==> src/rtl/bst_pkg.sv <==
package bst_pkg;

    localparam int SETTING_WIDTH_DEF = 16;
    localparam int CFG_DATA_WIDTH    = 16;
    localparam int CFG_INDEX_WIDTH   = 3;

    localparam int MIN_SETTING_RST   = 50;
    localparam int MAX_SETTING_RST   = 5000;
    localparam int SLOW_WAIT_RST     = 200;
    localparam int MEDIUM_WAIT_RST   = 100;
    localparam int FAST_WAIT_RST     = 10;
    localparam int SLOW_STEPS_RST    = 10;
    localparam int MEDIUM_STEPS_RST  = 50;
    localparam int MESSAGE_TICKS_RST = 500;
    localparam int DURATION_RST      = 500;
    localparam int IDLE_POLL         = 100;
    localparam int CONFIRM_POLL      = 50;

    typedef enum logic [2:0]
    {
        PH_IDLE    = 3'd0,
        PH_UP      = 3'd1,
        PH_DOWN    = 3'd2,
        PH_CONFIRM = 3'd3,
        PH_RUN     = 3'd4,
        PH_FIN     = 3'd5,
        PH_CANCEL  = 3'd6
    } phase_t;

    typedef enum logic [2:0]
    {
        REG_MIN_SETTING   = 3'd0,
        REG_MAX_SETTING   = 3'd1,
        REG_SLOW_WAIT     = 3'd2,
        REG_MEDIUM_WAIT   = 3'd3,
        REG_FAST_WAIT     = 3'd4,
        REG_SLOW_STEPS    = 3'd5,
        REG_MEDIUM_STEPS  = 3'd6,
        REG_MESSAGE_TICKS = 3'd7
    } cfg_index_t;

    typedef struct packed
    {
        logic [15:0] min_setting;
        logic [15:0] max_setting;
        logic [9:0]  slow_wait;
        logic [9:0]  medium_wait;
        logic [9:0]  fast_wait;
        logic [7:0]  slow_steps;
        logic [7:0]  medium_steps;
        logic [11:0] message_ticks;
    } cfg_t;

    typedef struct packed
    {
        logic up;
        logic down;
        logic start;
    } buttons_t;

    typedef struct packed
    {
        logic        pulse_out;
        logic [15:0] setting;
        logic [2:0]  phase;
    } result_t;

endpackage

==> src/rtl/button_set_one_shot_timer.sv <==
// channel   dir  handshake              payload
// cfg       in   cfg_we                 cfg_index, cfg_data
// in        in   in_valid / in_stall    btn_up, btn_down, btn_start
// out       out  out_valid / out_stall  pulse_out, setting, phase
//
// One tick word per cycle while in_stall is low; its result word is registered
// in the output buffer, and the core updates its state once per accepted tick.
// rst_n clears the settings to defaults and the timer to idle, wait counter at 100.
// A two-word output buffer lets a tick be taken while a result is stalled;
// in_stall rises only once both words are held.
module button_set_one_shot_timer
    import bst_pkg::*;
#(
    parameter int SETTING_WIDTH = SETTING_WIDTH_DEF
)
(
    input  logic                       clk,
    input  logic                       rst_n,
    input  logic                       cfg_we,
    input  logic [CFG_INDEX_WIDTH-1:0] cfg_index,
    input  logic [CFG_DATA_WIDTH-1:0]  cfg_data,
    input  logic                       in_valid,
    output logic                       in_stall,
    input  logic                       btn_up,
    input  logic                       btn_down,
    input  logic                       btn_start,
    output logic                       out_valid,
    input  logic                       out_stall,
    output logic                       pulse_out,
    output logic [15:0]                setting,
    output logic [2:0]                 phase
);

    cfg_t     cfg;
    buttons_t btn;
    result_t  core_word;
    result_t  out_word;
    logic     advance;

    assign btn.up    = btn_up;
    assign btn.down  = btn_down;
    assign btn.start = btn_start;
    assign advance   = in_valid && !in_stall;

    bst_cfg u_cfg
    (
        .clk       (clk),
        .rst_n     (rst_n),
        .cfg_we    (cfg_we),
        .cfg_index (cfg_index),
        .cfg_data  (cfg_data),
        .cfg       (cfg)
    );

    bst_core #(.SETTING_WIDTH(SETTING_WIDTH)) u_core
    (
        .clk     (clk),
        .rst_n   (rst_n),
        .cfg     (cfg),
        .advance (advance),
        .btn     (btn),
        .result  (core_word)
    );

    bst_skid u_skid
    (
        .clk        (clk),
        .rst_n      (rst_n),
        .push_valid (in_valid),
        .push_stall (in_stall),
        .push_word  (core_word),
        .pop_valid  (out_valid),
        .pop_stall  (out_stall),
        .pop_word   (out_word)
    );

    assign pulse_out = out_word.pulse_out;
    assign setting   = out_word.setting;
    assign phase     = out_word.phase;

endmodule

==> src/rtl/bst_cfg.sv <==
module bst_cfg
    import bst_pkg::*;
(
    input  logic                       clk,
    input  logic                       rst_n,
    input  logic                       cfg_we,
    input  logic [CFG_INDEX_WIDTH-1:0] cfg_index,
    input  logic [CFG_DATA_WIDTH-1:0]  cfg_data,
    output cfg_t                       cfg
);

    cfg_t cfg_reg;
    cfg_t cfg_next;

    always_comb
    begin
        cfg_next = cfg_reg;
        if (cfg_we)
        begin
            case (cfg_index_t'(cfg_index))
                REG_MIN_SETTING:   cfg_next.min_setting   = cfg_data;
                REG_MAX_SETTING:   cfg_next.max_setting   = cfg_data;
                REG_SLOW_WAIT:     cfg_next.slow_wait     = cfg_data[9:0];
                REG_MEDIUM_WAIT:   cfg_next.medium_wait   = cfg_data[9:0];
                REG_FAST_WAIT:     cfg_next.fast_wait     = cfg_data[9:0];
                REG_SLOW_STEPS:    cfg_next.slow_steps    = cfg_data[7:0];
                REG_MEDIUM_STEPS:  cfg_next.medium_steps  = cfg_data[7:0];
                REG_MESSAGE_TICKS: cfg_next.message_ticks = cfg_data[11:0];
                default:           cfg_next = cfg_reg;
            endcase
        end
    end

    always_ff @(posedge clk or negedge rst_n)
    begin
        if (!rst_n)
        begin
            cfg_reg.min_setting   <= 16'(MIN_SETTING_RST);
            cfg_reg.max_setting   <= 16'(MAX_SETTING_RST);
            cfg_reg.slow_wait     <= 10'(SLOW_WAIT_RST);
            cfg_reg.medium_wait   <= 10'(MEDIUM_WAIT_RST);
            cfg_reg.fast_wait     <= 10'(FAST_WAIT_RST);
            cfg_reg.slow_steps    <= 8'(SLOW_STEPS_RST);
            cfg_reg.medium_steps  <= 8'(MEDIUM_STEPS_RST);
            cfg_reg.message_ticks <= 12'(MESSAGE_TICKS_RST);
        end
        else
        begin
            cfg_reg <= cfg_next;
        end
    end

    assign cfg = cfg_reg;

endmodule

==> src/rtl/bst_core.sv <==
module bst_core
    import bst_pkg::*;
#(
    parameter int SETTING_WIDTH = SETTING_WIDTH_DEF
)
(
    input  logic     clk,
    input  logic     rst_n,
    input  cfg_t     cfg,
    input  logic     advance,
    input  buttons_t btn,
    output result_t  result
);

    localparam int SW = SETTING_WIDTH;
    localparam int WW = (SW > 12) ? SW : 12;
    localparam int CW = (SW > 16) ? SW : 16;
    localparam logic [31:0] DUR_RST_W = 32'(DURATION_RST);

    typedef struct packed
    {
        logic [7:0] rep;
        logic [9:0] wait_val;
    } step_t;

    function automatic step_t step_calc(input logic [7:0] rep, input cfg_t c);
        step_t      s;
        logic [9:0] w;
        if (rep < c.slow_steps)
            w = c.slow_wait;
        else if (rep < c.medium_steps)
            w = c.medium_wait;
        else
            w = c.fast_wait;
        if (((rep < c.slow_steps) || (rep < c.medium_steps)) && (rep != 8'hFF))
            s.rep = rep + 8'd1;
        else
            s.rep = rep;
        s.wait_val = (w == 10'd0) ? 10'd1 : w;
        return s;
    endfunction

    phase_t          phase_reg, phase_next;
    logic [SW-1:0]   duration_reg, duration_next;
    logic [WW-1:0]   wait_reg, wait_next;
    logic [7:0]      repeat_reg, repeat_next;
    logic [1:0]      checks_reg, checks_next;

    logic            can_inc;
    logic            can_dec;
    logic            expired;
    step_t           cont_step;
    step_t           new_step;
    logic [1:0]      stage_sel;
    logic            do_poll;
    logic            msg_req;
    phase_t          msg_phase;
    logic            go_idle;
    logic [CW-1:0]   dur_ext;

    assign can_inc   = (CW'(duration_reg) < CW'(cfg.max_setting)) && (duration_reg != '1);
    assign can_dec   = CW'(duration_reg) > CW'(cfg.min_setting);
    assign expired   = wait_reg <= WW'(1);
    assign cont_step = step_calc(repeat_reg, cfg);
    assign new_step  = step_calc(8'd0, cfg);
    assign stage_sel = ((phase_reg == PH_UP) || (phase_reg == PH_DOWN))
                       ? (2'd3 - checks_reg) : 2'd0;

    // next state
    always_comb
    begin
        phase_next    = phase_reg;
        duration_next = duration_reg;
        wait_next     = wait_reg;
        repeat_next   = repeat_reg;
        checks_next   = checks_reg;
        do_poll       = 1'b0;
        msg_req       = 1'b0;
        msg_phase     = PH_FIN;
        go_idle       = 1'b0;

        if (!expired)
        begin
            wait_next = wait_reg - WW'(1);
        end
        else
        begin
            case (phase_reg)
                PH_UP:
                begin
                    if (btn.up && can_inc)
                    begin
                        duration_next = duration_reg + SW'(1);
                        repeat_next   = cont_step.rep;
                        wait_next     = WW'(cont_step.wait_val);
                    end
                    else
                    begin
                        do_poll = 1'b1;
                    end
                end
                PH_DOWN:
                begin
                    if (btn.down && can_dec)
                    begin
                        duration_next = duration_reg - SW'(1);
                        repeat_next   = cont_step.rep;
                        wait_next     = WW'(cont_step.wait_val);
                    end
                    else
                    begin
                        do_poll = 1'b1;
                    end
                end
                PH_CONFIRM:
                begin
                    if (btn.down)
                    begin
                        if (duration_reg == '0)
                        begin
                            msg_req   = 1'b1;
                            msg_phase = PH_FIN;
                        end
                        else
                        begin
                            phase_next = PH_RUN;
                            wait_next  = WW'(duration_reg);
                        end
                    end
                    else if (btn.up)
                    begin
                        msg_req   = 1'b1;
                        msg_phase = PH_CANCEL;
                    end
                    else
                    begin
                        wait_next = WW'(CONFIRM_POLL);
                    end
                end
                PH_RUN:
                begin
                    msg_req   = 1'b1;
                    msg_phase = PH_FIN;
                end
                PH_FIN, PH_CANCEL:
                begin
                    go_idle = 1'b1;
                end
                default:
                begin
                    do_poll = 1'b1;
                end
            endcase
        end

        if (msg_req)
        begin
            if (cfg.message_ticks == 12'd0)
            begin
                go_idle = 1'b1;
            end
            else
            begin
                phase_next = msg_phase;
                wait_next  = WW'(cfg.message_ticks);
            end
        end

        // poll order: up, down, start
        if (do_poll)
        begin
            if ((stage_sel == 2'd0) && btn.up && can_inc)
            begin
                phase_next    = PH_UP;
                checks_next   = 2'd2;
                duration_next = duration_reg + SW'(1);
                repeat_next   = new_step.rep;
                wait_next     = WW'(new_step.wait_val);
            end
            else if ((stage_sel <= 2'd1) && btn.down && can_dec)
            begin
                phase_next    = PH_DOWN;
                checks_next   = 2'd1;
                duration_next = duration_reg - SW'(1);
                repeat_next   = new_step.rep;
                wait_next     = WW'(new_step.wait_val);
            end
            else if ((stage_sel <= 2'd2) && btn.start)
            begin
                phase_next  = PH_CONFIRM;
                checks_next = 2'd0;
                wait_next   = WW'(CONFIRM_POLL);
            end
            else
            begin
                go_idle = 1'b1;
            end
        end

        if (go_idle)
        begin
            phase_next  = PH_IDLE;
            wait_next   = WW'(IDLE_POLL);
            checks_next = 2'd0;
        end
    end

    // result word
    always_comb
    begin
        dur_ext          = CW'(duration_next);
        result.pulse_out = (phase_next == PH_RUN);
        result.setting   = dur_ext[15:0];
        if (phase_next inside {[PH_IDLE:PH_CANCEL]})
            result.phase = phase_next;
        else
            result.phase = PH_IDLE;
    end

    always_ff @(posedge clk or negedge rst_n)
    begin
        if (!rst_n)
        begin
            phase_reg    <= PH_IDLE;
            duration_reg <= DUR_RST_W[SW-1:0];
            wait_reg     <= WW'(IDLE_POLL);
            repeat_reg   <= 8'd0;
            checks_reg   <= 2'd0;
        end
        else if (advance)
        begin
            phase_reg    <= phase_next;
            duration_reg <= duration_next;
            wait_reg     <= wait_next;
            repeat_reg   <= repeat_next;
            checks_reg   <= checks_next;
        end
    end

endmodule

==> src/rtl/bst_skid.sv <==
module bst_skid
    import bst_pkg::*;
(
    input  logic    clk,
    input  logic    rst_n,
    input  logic    push_valid,
    output logic    push_stall,
    input  result_t push_word,
    output logic    pop_valid,
    input  logic    pop_stall,
    output result_t pop_word
);

    logic    out_valid_reg;
    result_t out_word_reg;
    logic    skid_valid_reg;
    result_t skid_word_reg;
    logic    push;
    logic    pop;

    assign push_stall = skid_valid_reg;
    assign push       = push_valid && !skid_valid_reg;
    assign pop        = out_valid_reg && !pop_stall;

    always_ff @(posedge clk or negedge rst_n)
    begin
        if (!rst_n)
        begin
            out_valid_reg  <= 1'b0;
            skid_valid_reg <= 1'b0;
        end
        else if (skid_valid_reg)
        begin
            if (pop)
            begin
                out_valid_reg  <= 1'b1;
                skid_valid_reg <= 1'b0;
            end
        end
        else if (push)
        begin
            if (!out_valid_reg || pop)
                out_valid_reg <= 1'b1;
            else
                skid_valid_reg <= 1'b1;
        end
        else if (pop)
        begin
            out_valid_reg <= 1'b0;
        end
    end

    always_ff @(posedge clk)
    begin
        if (skid_valid_reg)
        begin
            if (pop)
                out_word_reg <= skid_word_reg;
        end
        else if (push)
        begin
            if (!out_valid_reg || pop)
                out_word_reg <= push_word;
            else
                skid_word_reg <= push_word;
        end
    end

    assign pop_valid = out_valid_reg;
    assign pop_word  = out_word_reg;

endmodule

==> config.mk <==
export PLATFORM = sky130hd
export DESIGN_NAME = button_set_one_shot_timer
export DESIGN_NICKNAME = d
export VERILOG_FILES = /design/src/rtl/bst_pkg.sv /design/src/rtl/button_set_one_shot_timer.sv /design/src/rtl/bst_cfg.sv /design/src/rtl/bst_core.sv /design/src/rtl/bst_skid.sv
export SDC_FILE = /design/constraint.sdc
export NUM_CORES = 1
export LEC_CHECK = 0
export ABC_CLOCK_PERIOD_IN_PS = 3320
export BUFFER_PORTS_ARGS = -buffer_cell sky130_fd_sc_hd__buf_4
export CAP_MARGIN = 20
export CORE_ASPECT_RATIO = 0.9
export CORE_MARGIN = 5
export CORE_UTILIZATION = 55
export CTS_BUF_LIST = sky130_fd_sc_hd__clkbuf_4 sky130_fd_sc_hd__clkbuf_8
export CTS_CLUSTER_DIAMETER = 200
export DETAILED_ROUTE_END_ITERATION = 7
export PLACE_DENSITY_LB_ADDON = 0.05
export SYNTH_ARGS = -nofsm -noshare
export SYNTH_HDL_FRONTEND = slang
export SYNTH_SLANG_ARGS = --single-unit
==> constraint.sdc <==
create_clock -name clk -period 3.32 [get_ports clk]
set_input_delay 0.332 -clock clk [delete_from_list [all_inputs] [get_ports clk]]
set_output_delay 0.332 -clock clk [all_outputs]
set_load 0.01 [all_outputs]
After elaboration in Yosys (flattened, before gate mapping)

Index checks and enable logic that the tools add are counted.

$add $sub $neg: 5
Magnitude comparators: 11
Equality and inequality tests: 18
Muxes and demuxes: 88
Bitwise gates (word level): 2
Reduce and logical (&&, ||, !) cells: 44

Operators with widths:

| operator                                                                           | count |
|---|---|
| 16-bit 2-to-1 mux                                                                  | 19 |
| 20-bit 2-to-1 mux                                                                  | 4 |
| 10-bit 2-to-1 mux                                                                  | 6 |
| 8-bit 2-to-1 mux                                                                   | 7 |
| 16-bit one-hot mux with 3 select lines                                             | 1 |
| 3-bit 2-to-1 mux                                                                   | 15 |
| 16-bit one-hot mux with 2 select lines                                             | 1 |
| 16-bit by 1-bit subtractor with 16-bit output (second input constant)              | 2 |
| 1-bit 2-to-1 mux                                                                   | 25 |
| 3-bit == test (second input constant)                                              | 8 |
| 10-bit zero test                                                                   | 2 |
| 16-bit by 1-bit adder with 16-bit output (second input constant)                   | 1 |
| 16-bit greater-than comparator                                                     | 1 |
| 16-bit by 1-bit less-or-equal comparator with 1-bit output (second input constant) | 1 |
| 16-bit zero test                                                                   | 1 |
| 1-bit by 8-bit < comparator with 1-bit output (first input constant)               | 2 |
| 16-bit < comparator                                                                | 1 |
| 8-bit < comparator                                                                 | 2 |
| 16-bit inequality test (second input constant)                                     | 1 |
| 8-bit one-hot mux with 2 select lines                                              | 1 |
| 2-bit AND reduction                                                                | 8 |
| 2-bit 2-to-1 mux                                                                   | 7 |
| 3-bit by 2-bit == test with 1-bit output (second input constant)                   | 4 |
| 1-bit logical AND                                                                  | 12 |
| other kinds (23)                                                                   | 36 |

Bits in registers: 177
Input port bits: 27
Output and inout port bits: 22
Word-level logic and storage cells: 189

Logic depth before layout (Yosys ltp)

Depth after elaboration: 18
Depth in mapped cells: 13
Gate-level depth less buffers: 11

Hierarchy

Synthesis repeated with hierarchy kept, for this count alone.

Cells, all modules: 1189
Area, all modules: 11737.5 um2

By module, submodules not included:

| module                    | times used | cells each | area an instance (um2) | sequential area each (um2) |
|---|---|---|---|---|
| bst_core                  | 1          | 914        | 6582.6                 | 1137.3 |
| bst_cfg                   | 1          | 199        | 3507.1                 | 2285.9 |
| bst_skid                  | 1          | 75         | 1634.1                 | 1251.2 |
| button_set_one_shot_timer | 1          | 1          | 13.8                   | 0.0 |

Least setup slack after synthesis

OpenSTA, ideal clock, no wires.

Path type: reg2reg
Start: register u_cfg.cfg_reg, in the netlist u_cfg.cfg[79]
End: register u_skid.out_word_reg, in the netlist u_skid.pop_word[14], data pin
Setup time: 0.260 ns
Data arrival time: 3.015 ns
Required time: 3.060 ns
Slack: 0.045 ns
Stages on the path, launching flop included: 13
Buffers on the path: 1
Period minus slack after synthesis: 3.275 ns
Cells stage by stage: dfstp_2 -> inv_1 -> ha_1 -> nand4_1 -> or4_1 -> o211ai_2 -> o21ai_1 -> a21oi_1 -> a211oi_2 -> buf_2 -> a221oi_1 -> o22ai_2 -> mux2_2

RTL lines:

| what                   | RTL line       | RTL |
|---|---|---|
| start, declared        | bst_cfg.sv:12  | `cfg_t cfg_reg;` |
| start signal, assigned | bst_cfg.sv:49  | `cfg_reg <= cfg_next;` |
| end signal, assigned   | bst_skid.sv:58 | `out_word_reg <= skid_word_reg;` |
| end signal, assigned   | bst_skid.sv:63 | `out_word_reg <= push_word;` |
| end, declared          | bst_skid.sv:15 | `result_t out_word_reg;` |

==> reports/qor.yml <==
grt_pass1_wl_mm: 58.1
slew_violations: 0
antenna_found_initial: 0
cellPowerDensity_nw_per_um2: 620
min_path_type: "primary input to flip-flop"
largest_reg_flops: 90
wl_per_cell_um: 22.7
syn_nets: 1280
io_buffers: 48
synth_top_area_cell: "dfrtp_1"
drc_errors: 0
areaGrowthSynthToFinish_pct: 29.0
postRouteAntennaNets: 0
finalWorstSetupSlack_ps: -119
syn_area_per_cell_um2: 9.44
num-fill-cells: 1519
rsz0062_at_grt: "true"
ir_worst_vdd_mv: 0.510
finalSetupViolCount: 18
initial_core_util_pct: 56.3
grt_util_all_layers_pct: 31.3
period_needed_ps: 3440
worstPathArrival_ps: 3680
max_freq_mhz: 291
num_vias: 10800
register_area_um2: 4680
multi_input_area_um2: 6970
cts_max_path_buffers: 2
worst_pin_slew_ps: 732
num_rows: 49
syn_inst: 1203
grtUsageMet3_pct: 8.03
grt_max_degree: 71
drive_above_1_share_pct: 38.7
fin_util_pct: 72.7
critPathLaunchType: "flip-flop"
cts.sinks: 177
cts_made_buffers: 17
dpl_cell_area_um2: 13100
tritoncts: "yes"
synth_top_area_share_pct: 22.2
crit_required_ps: 3560
synthArstFlopShare_pct: 77.4
ys.flop_type: "dfrtp_1"
grtUsageMet2_pct: 46.2
grt-busiest-layer: "met2"
grt_use_met1_pct: 45.7
vias_per_cell: 6.47
n_antenna_cell: 0
synth-edff-count: 40
wirelength_mm: 38.0
htreeDepth: 4
power.leakage_uw: 0.00615
stdcell_area_um2: 14700
crit_fanout: 8
dp_slack_ps: -192
gr-total-overflow: 0
clk_latency_ps: 490
yosysUniqueCellTypes: 87
relSlewSlack_pct: 51.0
drv_cap: 0
hold_viol_final: 0
clkTransAtPathRegs_ps: 100
netlist_area_um2: 11400
num-nets-final: 1480
status: "finished, violations left"
cp-end-kind: "flip-flop"
dp_hpwl_mm: 27.5
fp.dieArea_um2: 23600
finalPower_uw: 9090
drt_iter0_drc: 1476
core_area_um2: 20200
drt-pass1-iter-count: 6
final.period_utilization_pct: 104
ctsRootBufferMaster: "clkbuf_8"
crit_type: "flip-flop to flip-flop"
grt_pass1_vias: 10100
ios: 49
gp_congestion: 0.984
die_y_um: 146
yosys_warnings: 0
ys_top_cells_by_area: "dfrtp_1 22%, edfxtp_1 11%, mux2_2 8.5%"
yosysSeqAreaShare_pct: 41.1
violations: "negative setup slack"
ys_ff_latch: 177
skew_ps: 21.6
die_w_um: 162
-- layout by cell type (no fill, tap or decap), types with 16 or more instances in the layout --
master / Yosys / layout
dfrtp_1: 101 / 99
nor4_1: 17 / 16
nand2_1: 144 / 142
buf_4: 3 / 221
mux2_2: 86 / 75
mux2i_1: 18 / 18
inv_1: 70 / 67
nand3_1: 20 / 16
edfxtp_1: 40 / 40
buf_6: 1 / 16
nor3_1: 33 / 28
clkbuf_8: 0 / 19
a21oi_1: 55 / 45
ha_1: 50 / 43
nor2_1: 79 / 73
dfstp_2: 36 / 36
o21ai_0: 93 / 74
-- routing by layer --
metal / wire, um / vias to the layer above / share of wire, %
met5: 0 / - / 0
met4: 1160 / 0 / 3.0
met3: 3950 / 122 / 10
met2: 16600 / 588 / 44
met1: 16300 / 5211 / 43
li1: - / 4883 / -
-- logic make-up (layout without fill, tap and decap cells) --
kind of cell / Yosys count / after routing / synth area share (%)
buffers and inverters: 136 / 348 / 4.78
adders and majority gates: 50 / 50 / 5.51
and+or+nand+nor: 373 / 374 / 15.8
muxes: 104 / 104 / 10.1
DFF: 177 / 177 / 41.1
xor gates and xnor gates: 24 / 24 / 1.85
AOI/OAI and AO/OA: 339 / 339 / 20.8
-- cell usage after synthesis (7+ instances only) --
| cell | instances |
|---|---|
| ha_1 | 50 |
| nand4_1 | 8 |
| mux2_2 | 86 |
| nand2b_1 | 7 |
| o31ai_1 | 9 |
| nor4_1 | 17 |
| xor2_1 | 11 |
| dfstp_2 | 36 |
| o22ai_1 | 12 |
| xnor2_1 | 13 |
| a31oi_1 | 16 |
| mux2i_1 | 18 |
| o21ai_0 | 93 |
| nand3_1 | 20 |
| a21o_1 | 8 |
| buf_2 | 11 |
| clkbuf_1 | 45 |
| or4_1 | 8 |
| inv_1 | 70 |
| a211oi_1 | 10 |
| a221oi_1 | 21 |
| nor2_1 | 79 |
| or3_1 | 8 |
| o22ai_2 | 8 |
| a21oi_1 | 55 |
| a22oi_1 | 15 |
| dfrtp_1 | 101 |
| edfxtp_1 | 40 |
| and3_1 | 13 |
| nand2_1 | 144 |
| nor3_1 | 33 |
-- critical path, cell delays in order, from the launching register on --
cell and delay, ps:
dfstp_2 540, inv_2 50, ha_4 260, nand4_1 150, or4_4 470, o211ai_4 300, o21ai_4 110, a21o_4 250
o211ai_1 190, buf_4 230, buf_4 130, o221a_4 160, o22ai_2 70, mux2_4 270
-- power breakdown --
part | switching (uW) | leakage [uW] | internal, uW
Clock | 936 | 0.000216 | 681
Combinational | 2290 | 0.00395 | 1920
Sequential | 394 | 0.00199 | 2870
Total | 3620 | 0.00615 | 5470
-- final cells by class --
| class | instances | share of cell area [%] |
|---|---|---|
| Clock buffer | 19 | 1.78 |
| Clock inverter | 13 | 1.08 |
| Inverter | 70 | 1.79 |
| Multi-Input combinational cell | 891 | 47.6 |
| Sequential cell | 177 | 31.9 |
| Tap cell | 255 | 2.18 |
| Timing Repair Buffer | 246 | 13.7 |
-- per-stage QoR --
step,TNS [ps],hold WS [ps],std cells
floorplan,0,36.4,1203
global placement,-2650,382,1609
detailed placement,-4590,387,1609
CTS,-43.1,59.3,1650
global route,-2850,65.8,1671
finish,-1250,66.5,1671
-- timing repair --
item	in CTS	in global routing
endpoints found under the hold margin	48	0
hold buffers	1	0
pin swaps	16	44
endpoints found under the setup margin	61	66
gates cloned	1	1
buffers inserted	7	20
resized for setup	44	144
-- path summary, 6_finish.rpt --
check | from | to | slack, ps | cells past startpoint
setup / recovery | u_cfg.cfg[79] | u_skid.pop_word[8] | -120 | 13
hold / removal | cfg_data[12] | u_cfg.cfg[70] | 70 | 3
setup reg to reg | u_cfg.cfg[79] | u_skid.pop_word[8] | -120 | 13
hold reg to reg | u_cfg.cfg[66] | u_cfg.cfg[66] | 520 | 2
max in group asynchronous | rst_n | u_cfg.cfg[75] | 2140 | 3
min in group asynchronous | rst_n | u_cfg.cfg[25] | 400 | 2
Power figures use the tool's default switching activity.
